===== config.mk =====
export PLATFORM = sky130hd
export DESIGN_NAME = bic_cell
export DESIGN_NICKNAME = d
export VERILOG_FILES = /design/src/rtl/bic_pkg.sv /design/src/rtl/bic_cell.sv
export SDC_FILE = /design/constraint.sdc
export NUM_CORES = 2
export LEC_CHECK = 0
export BUFFER_PORTS_ARGS = -buffer_cell sky130_fd_sc_hd__buf_4
export CAP_MARGIN = 20
export CORE_MARGIN = 4
export CORE_UTILIZATION = 35
export DETAILED_ROUTE_END_ITERATION = 7
export PLACE_DENSITY = 0.48
export SYNTH_ARGS = -nofsm -noshare
export SYNTH_HDL_FRONTEND = slang
export SYNTH_SLANG_ARGS = --single-unit

===== constraint.sdc =====
create_clock -name clk_i -period 9.2 [get_ports clk_i]
set_input_delay 0.46 -clock clk_i [delete_from_list [all_inputs] [get_ports clk_i]]
set_output_delay 0.46 -clock clk_i [all_outputs]
set_load 0.005 [all_outputs]

===== src/rtl/bic_pkg.sv =====
// Shared types, constants and fixed-point helpers for the Butterworth IIR cascade.
// No dependencies; every other file of the block uses this package.
package bic_pkg;

  localparam int MAX_SECTIONS_DEF = 4;
  localparam int SAMPLE_WIDTH_DEF = 16;
  localparam int FRAC_BITS        = 20;
  localparam int COEF_W           = 24;
  localparam int DLY_W            = 40;
  localparam int ACC_W            = 48;
  localparam int PROD_W           = 64;
  localparam int RND_W            = PROD_W - FRAC_BITS;
  localparam int CFG_IDX_W        = 2;
  localparam int SEC_IDX_W        = 2;
  localparam int SEL_W            = 3;
  localparam int OP_W             = 3;

  typedef enum logic [CFG_IDX_W-1:0] {
    REG_MODE       = 2'd0,
    REG_COUNT      = 2'd1,
    REG_STOP_OUTER = 2'd2,
    REG_STOP_MID   = 2'd3
  } reg_idx_e;

  typedef enum logic [1:0] {
    MODE_LOW  = 2'd0,
    MODE_HIGH = 2'd1,
    MODE_BAND = 2'd2,
    MODE_STOP = 2'd3
  } filt_mode_e;

  localparam logic [SEL_W-1:0] SEL_GAIN = 3'd0;
  localparam logic [SEL_W-1:0] SEL_MAX  = 3'd4;

  // multiply steps of one section
  localparam logic [OP_W-1:0] OP_FB1   = 3'd0;
  localparam logic [OP_W-1:0] OP_FB2   = 3'd1;
  localparam logic [OP_W-1:0] OP_FB3   = 3'd2;
  localparam logic [OP_W-1:0] OP_FB4   = 3'd3;
  localparam logic [OP_W-1:0] OP_SO1   = 3'd4;
  localparam logic [OP_W-1:0] OP_SMID  = 3'd5;
  localparam logic [OP_W-1:0] OP_SO3   = 3'd6;
  localparam logic [OP_W-1:0] OP_GAIN  = 3'd7;

  typedef enum logic [4:0] {
    ST_IDLE = 5'b00001,
    ST_MUL  = 5'b00010,
    ST_ACC  = 5'b00100,
    ST_NUM  = 5'b01000,
    ST_NSAT = 5'b10000
  } cell_state_e;

  typedef struct packed {
    filt_mode_e               mode;
    logic signed [COEF_W-1:0] stop_outer;
    logic signed [COEF_W-1:0] stop_mid;
  } cell_cfg_t;

  typedef struct packed {
    logic                     en;
    logic [SEC_IDX_W-1:0]     section;
    logic [SEL_W-1:0]         sel;
    logic signed [COEF_W-1:0] value;
  } coef_wr_t;

  typedef struct packed {
    logic                    valid;
    logic signed [DLY_W-1:0] x;
  } link_t;

  function automatic logic signed [ACC_W-1:0] ext_dly(input logic signed [DLY_W-1:0] v);
    return {{(ACC_W-DLY_W){v[DLY_W-1]}}, v};
  endfunction

  function automatic logic signed [DLY_W-1:0] sat_dly(input logic signed [ACC_W-1:0] v);
    logic signed [ACC_W-1:0] hi;
    logic signed [ACC_W-1:0] lo;
    hi = (ACC_W'(1) <<< (DLY_W - 1)) - ACC_W'(1);
    lo = -hi - ACC_W'(1);
    if (v > hi) return hi[DLY_W-1:0];
    else if (v < lo) return lo[DLY_W-1:0];
    else return v[DLY_W-1:0];
  endfunction

endpackage


===== src/rtl/bic_cell.sv =====
// One filter section of the cascade: coefficients, delays and a shared multiplier.
// Depends on bic_pkg.
module bic_cell #(
  parameter int INDEX = 0
) (
  input  logic               clk_i,
  input  logic               rst_ni,
  input  logic               active_i,
  input  bic_pkg::cell_cfg_t cfg_i,
  input  bic_pkg::coef_wr_t  cw_i,
  input  bic_pkg::link_t     x_i,
  output bic_pkg::link_t     y_o
);
  import bic_pkg::*;

  cell_state_e              st_q, st_d;
  logic [OP_W-1:0]          op_q, op_d;
  logic signed [ACC_W-1:0]  acc_q, acc_d;
  logic signed [PROD_W-1:0] prod_q, prod_d;
  logic signed [DLY_W-1:0]  w0_q, w0_d;
  logic signed [DLY_W-1:0]  num_q, num_d;
  logic signed [DLY_W-1:0]  dly_q [4];
  logic signed [DLY_W-1:0]  dly_d [4];
  logic signed [COEF_W-1:0] coef_q [5];
  logic                     yv_q, yv_d;
  logic signed [DLY_W-1:0]  y_q, y_d;

  logic signed [COEF_W-1:0] mul_a;
  logic signed [DLY_W-1:0]  mul_b;
  logic signed [PROD_W-1:0] rsum;
  logic signed [ACC_W-1:0]  rnd;
  logic signed [ACC_W-1:0]  w0_sat;
  logic signed [ACC_W-1:0]  base;
  logic                     fourth;
  logic                     stop;

  assign fourth = cfg_i.mode[1];
  assign stop   = (cfg_i.mode == MODE_STOP);

  always_comb begin
    unique case (op_q)
      OP_FB1:  begin mul_a = coef_q[1];        mul_b = dly_q[0]; end
      OP_FB2:  begin mul_a = coef_q[2];        mul_b = dly_q[1]; end
      OP_FB3:  begin mul_a = coef_q[3];        mul_b = dly_q[2]; end
      OP_FB4:  begin mul_a = coef_q[4];        mul_b = dly_q[3]; end
      OP_SO1:  begin mul_a = cfg_i.stop_outer; mul_b = dly_q[0]; end
      OP_SMID: begin mul_a = cfg_i.stop_mid;   mul_b = dly_q[1]; end
      OP_SO3:  begin mul_a = cfg_i.stop_outer; mul_b = dly_q[2]; end
      OP_GAIN: begin mul_a = coef_q[0];        mul_b = num_q;    end
    endcase
  end

  // round half up to Q27.20
  assign rsum = prod_q + (PROD_W'(1) <<< (FRAC_BITS - 1));
  assign rnd  = {{(ACC_W-RND_W){rsum[PROD_W-1]}}, rsum[PROD_W-1:FRAC_BITS]};
  assign w0_sat = ext_dly(sat_dly(acc_q));

  always_comb begin
    unique case (cfg_i.mode)
      MODE_LOW:  base = w0_sat + (ext_dly(dly_q[0]) <<< 1) + ext_dly(dly_q[1]);
      MODE_HIGH: base = w0_sat - (ext_dly(dly_q[0]) <<< 1) + ext_dly(dly_q[1]);
      MODE_BAND: base = w0_sat - (ext_dly(dly_q[1]) <<< 1) + ext_dly(dly_q[3]);
      MODE_STOP: base = w0_sat + ext_dly(dly_q[3]);
    endcase
  end

  always_comb begin
    st_d   = st_q;
    op_d   = op_q;
    acc_d  = acc_q;
    prod_d = prod_q;
    w0_d   = w0_q;
    num_d  = num_q;
    dly_d  = dly_q;
    yv_d   = 1'b0;
    y_d    = y_q;
    unique case (st_q)
      ST_IDLE: begin
        if (x_i.valid) begin
          if (active_i) begin
            acc_d = ext_dly(x_i.x);
            op_d  = OP_FB1;
            st_d  = ST_MUL;
          end else begin
            // pass through an unused section
            y_d  = x_i.x;
            yv_d = 1'b1;
          end
        end
      end
      ST_MUL: begin
        prod_d = mul_a * mul_b;
        st_d   = ST_ACC;
      end
      ST_ACC: begin
        if (op_q == OP_GAIN) begin
          y_d      = sat_dly(rnd);
          yv_d     = 1'b1;
          dly_d[0] = w0_q;
          dly_d[1] = dly_q[0];
          if (fourth) begin
            dly_d[2] = dly_q[1];
            dly_d[3] = dly_q[2];
          end
          st_d = ST_IDLE;
        end else begin
          if (op_q == OP_SO1 || op_q == OP_SO3) acc_d = acc_q - rnd;
          else acc_d = acc_q + rnd;
          if ((op_q == OP_FB2 && !fourth) || op_q == OP_FB4) begin
            st_d = ST_NUM;
          end else if (op_q == OP_SO3) begin
            st_d = ST_NSAT;
          end else begin
            op_d = op_q + OP_W'(1);
            st_d = ST_MUL;
          end
        end
      end
      ST_NUM: begin
        w0_d  = sat_dly(acc_q);
        acc_d = base;
        if (stop) begin
          op_d = OP_SO1;
          st_d = ST_MUL;
        end else begin
          st_d = ST_NSAT;
        end
      end
      ST_NSAT: begin
        num_d = sat_dly(acc_q);
        op_d  = OP_GAIN;
        st_d  = ST_MUL;
      end
      default: st_d = ST_IDLE;
    endcase
  end

  always_ff @(posedge clk_i or negedge rst_ni) begin
    if (!rst_ni) begin
      st_q <= ST_IDLE;
      op_q <= OP_FB1;
      yv_q <= 1'b0;
      for (int k = 0; k < 4; k++) dly_q[k] <= '0;
    end else begin
      st_q  <= st_d;
      op_q  <= op_d;
      yv_q  <= yv_d;
      dly_q <= dly_d;
    end
  end

  always_ff @(posedge clk_i) begin
    acc_q  <= acc_d;
    prod_q <= prod_d;
    w0_q   <= w0_d;
    num_q  <= num_d;
    y_q    <= y_d;
  end

  always_ff @(posedge clk_i) begin
    if (cw_i.en && (32'(cw_i.section) == INDEX)) begin
      unique case (cw_i.sel)
        3'd0: coef_q[0] <= cw_i.value;
        3'd1: coef_q[1] <= cw_i.value;
        3'd2: coef_q[2] <= cw_i.value;
        3'd3: coef_q[3] <= cw_i.value;
        3'd4: coef_q[4] <= cw_i.value;
        default: ;
      endcase
    end
  end

  assign y_o.valid = yv_q;
  assign y_o.x     = y_q;

endmodule


==> impl_metrics.csv <==
group,metric,value,unit
floorplan,core.rowCount,163,
sta,tns,0,ps
cells_and_area,final_cell_area,79630,sq um
grt,grt_pass1_wl,394100,microns
logic_synthesis,synthCells,7546,
cells_and_area,final_cells,10530,
cells_and_area,drive_above_1_share,0.1166,
hold_path,hold_path.class,"in2reg",
sta,finalHoldViolCount,0,
route,drcViolationCount,0,
grt,first_global_vias,58630,
route,post_drt_wl_per_cell,25.24,microns
cells_and_area,nets,9424,
setup_path,path_class,"reg2reg",
cells_and_area,fill_cells,19800,
logic_synthesis,synth_top_area_share,0.3106,
route,vias,56500,
logic_synthesis,ys_seq_area_frac,0.2042,
job,maxCapViolCount,0,
logic_synthesis,synth_fp_nets,9133,
floorplan,dieArea,206300,sq um
floorplan,pin_count,165,
setup_path,crit_arrival,9360,ps
setup_path,ff2ff_path_depth,34,
cells_and_area,final_core_util,0.4029,
cts,numCtsBuffers,61,
place,port_buffers,164,
cts,clockBufferDepth,3,
route,drtPass1Iterations,6,
setup_path,critPathMaxStageDelay,560,ps
floorplan,chipHeight,454.2,microns
place,dp.cells,10360,
grt,antenna_found_initial,5,
setup_path,crit_required,9670,ps
sta,setup_viol,0,
logic_synthesis,yosysUniqueCellTypes,106,
logic_synthesis,yosysWarnings,0,
sta,fin_skew,116.0,ps
sta,worst_pin_slew,1144,ps
grt,grt_max_degree,92,
setup_path,r2r-start,"op_q[0]",
sta,fin_crit_sh,0.9659,
place,place_area,76510,sq um
logic_synthesis,synth-edff-count,333,
route,drt-total-wl,265800,microns
setup_path,cp_num_buf_inv,10,
hold_path,min-delay-start,"cw_i[2]",
place,dp_hpwl,220800,microns
cts,clock_sinks,502,
place,gp_routability_congestion,0.9662,
cts,cts_tree,"done",
sta,period_minus_slack,8886,ps
cells_and_area,area_growth,14.27,%
status,status,"complete, no violations",
hold_path,holdPathEnd,"coef_q[0][74]",
logic_synthesis,synth_area_leaders,"fa_1 (31%), edfxtp_1 (14%), ha_1 (6.9%), inv_1 (6.8%), dfrtp_1 (6.0%)",
grt,grt-ovfl-total,0,
setup_path,r2r_end,"prod_q[63]",
setup_path,cp-end-kind,"flip-flop",
setup_path,critical_path.top_delay_family,"adder cells",
logic_synthesis,ys.flop_type,"edfxtp_1",
logic_synthesis,ys_ff_latch,502,
sta,max_freq,0.1125,GHz
sta,slew_headroom,0.2280,
sta,slew_violations,0,
floorplan,core,197600,sq um
route,first_iter_violations,4752,
logic_synthesis,synth_area_per_cell,9.234,sq um
route,drt-vias-per-instance,5.366,
setup_path,crit_top_cell,"fa_1",
cts,h-tree-depth,2,
logic_synthesis,synth_top_cell_by_area,"fa_1",
hold_path,hold_path_depth,1,
floorplan,initial_core_util,0.3526,
setup_path,crit_slowest_cell,"or4_4",
setup_path,ff2ff_setup_slack,310,ps
logic_synthesis,syn_area,69680,sq um
cts,cts-root-buf,"clkbuf_16",
cts,clk_pin_slew_worst_paths,60,ps
cts,insertion_delay,750,ps
grt,grt_usage,0.2563,
logic_synthesis,synthArstFlopShare,0.3367,
route,antenna_left,0,
floorplan,die_x,454.2,microns
setup_path,worst-path-max-fanout,28,
setup_path,cp-start-kind,"flip-flop",
[worst reg2reg max path: cells and delay by family, from the launching register on]
family | cells | cell delay, ps
buffers and inverters | 10 | 1290
AOI/OAI and AO/OA | 9 | 1760
and+or+nand+nor | 4 | 890
adders and majority gates | 10 | 4200
xor gates and xnor gates | 1 | 80
DFF | 1 | 460
[final cells by class]
type                            count  area [sq um]  area share
Clock buffer                       81          1779     0.02234
Tap cell                         2640          3303     0.04148
Antenna cell                        2         5.005  0.00006285
Multi-Input combinational cell   5398         49930      0.6271
Sequential cell                   502         14230      0.1787
Clock inverter                     33         366.6    0.004604
Inverter                         1269          4767     0.05987
Timing Repair Buffer              605          5239     0.06579
[cells in the final DEF, fill, tap and decap left out, types with 20 or more instances in the layout]
| cell | instances |
|---|---|
| o21a_1 | 86 |
| dfrtp_1 | 167 |
| edfxtp_1 | 333 |
| dlygate4sd3_1 | 31 |
| nor3_1 | 49 |
| o31ai_1 | 20 |
| buf_12 | 43 |
| xor2_1 | 141 |
| ha_1 | 376 |
| a21oi_1 | 284 |
| and2_1 | 73 |
| clkbuf_16 | 67 |
| inv_1 | 1267 |
| nand2_1 | 991 |
| mux2_2 | 47 |
| o21ai_1 | 31 |
| a31oi_1 | 53 |
| o211ai_1 | 53 |
| and3_1 | 35 |
| o21ai_0 | 315 |
| nand4_1 | 63 |
| a21o_1 | 180 |
| a222oi_1 | 22 |
| xnor2_1 | 176 |
| or3_1 | 22 |
| a22oi_1 | 124 |
| a211oi_1 | 32 |
| nand3_1 | 127 |
| fa_1 | 1077 |
| o21bai_1 | 30 |
| buf_4 | 511 |
| nor2b_1 | 31 |
| nor2_1 | 497 |
| nand2b_1 | 37 |
[repair_timing]
item                                   in CTS  in global routing
setup endpoints to repair                  22                 29
endpoints found under the hold margin     167                  0
cloned                                      0                  2
setup buffers                               0                 22
hold buffers                               31                  0
pin swaps                                   0                 19
gates resized for setup                    17                 86
[registers in the layout, indices dropped and copies added, names as in the netlist]
| register | count |
|---|---|
| dly_q | 160 |
| coef_q | 120 |
| acc_q | 48 |
| prod_q | 45 |
| num_q | 40 |
| w0_q | 40 |
| y_q | 40 |
| st_q | 5 |
| op_q | 3 |
| yv_q | 1 |
[worst max path at each step]
stage,from,slack [ps],cells past startpoint,to
global route,op_q[0],-10,35,prod_q[63]
floorplan,op_q[2],100,36,prod_q[62]
global placement,op_q[0],-200,31,prod_q[62]
CTS,op_q[0],2,32,prod_q[62]
detailed placement,op_q[0],-260,34,prod_q[58]
finish,op_q[0],310,34,prod_q[63]
[routing by layer]
| layer | global-route usage | vias up | wire length, microns |
|---|---|---|---|
| met5 | 0 | - | 0 |
| met4 | 0.07228 | 0 | 8666 |
| met3 | 0.02410 | 317 | 15650 |
| met2 | 0.4043 | 1874 | 117900 |
| met1 | 0.3756 | 29090 | 123600 |
| li1 | - | 25220 | - |
[metrics by stage]
step	setup slack, ps	hold WS (ps)
after global placement	-203.0	427.3
after detailed placement	-260.1	438.7
after global routing	-14.78	25.25
after CTS	2.374	2.189
final	313.9	39.90
after floorplan	99.79	164.4
[cell usage after synthesis, drive strengths merged, types with 29 or more instances]
master and n:
xnor2 177, o211ai 65, o21bai 30, mux2 47, nand4 67, inv 1269, a21oi 290, nor4 29
a211oi 34, o21a 105, nand2b 37, clkbuf 336, edfxtp 333, nand3 132, and2 76, a31oi 61
o21ai 363, buf 42, nor3 50, a21o 180, nor2b 33, dfrtp 168, nor2 509, fa 1081
nand2 995, ha 382, and3 39, a22oi 124, xor2 142
[cell families (layout without fill, tap and decap cells)]
logic type	Yosys count	in the layout	synth area share
AO/OA/AOI/OAI	1484	1484	0.1417
flip-flops	502	502	0.2042
other	0	2	0
multiplexers	78	78	0.01420
AND/OR/NAND/NOR	2053	2054	0.1309
XOR/XNOR	319	319	0.04047
buffers and inverters	1647	1988	0.08942
adder cells (fa/ha/maj)	1463	1463	0.3791
Power is not shown: default switching activity piles up to over one toggle a cycle in this logic, so the estimate is an artifact.
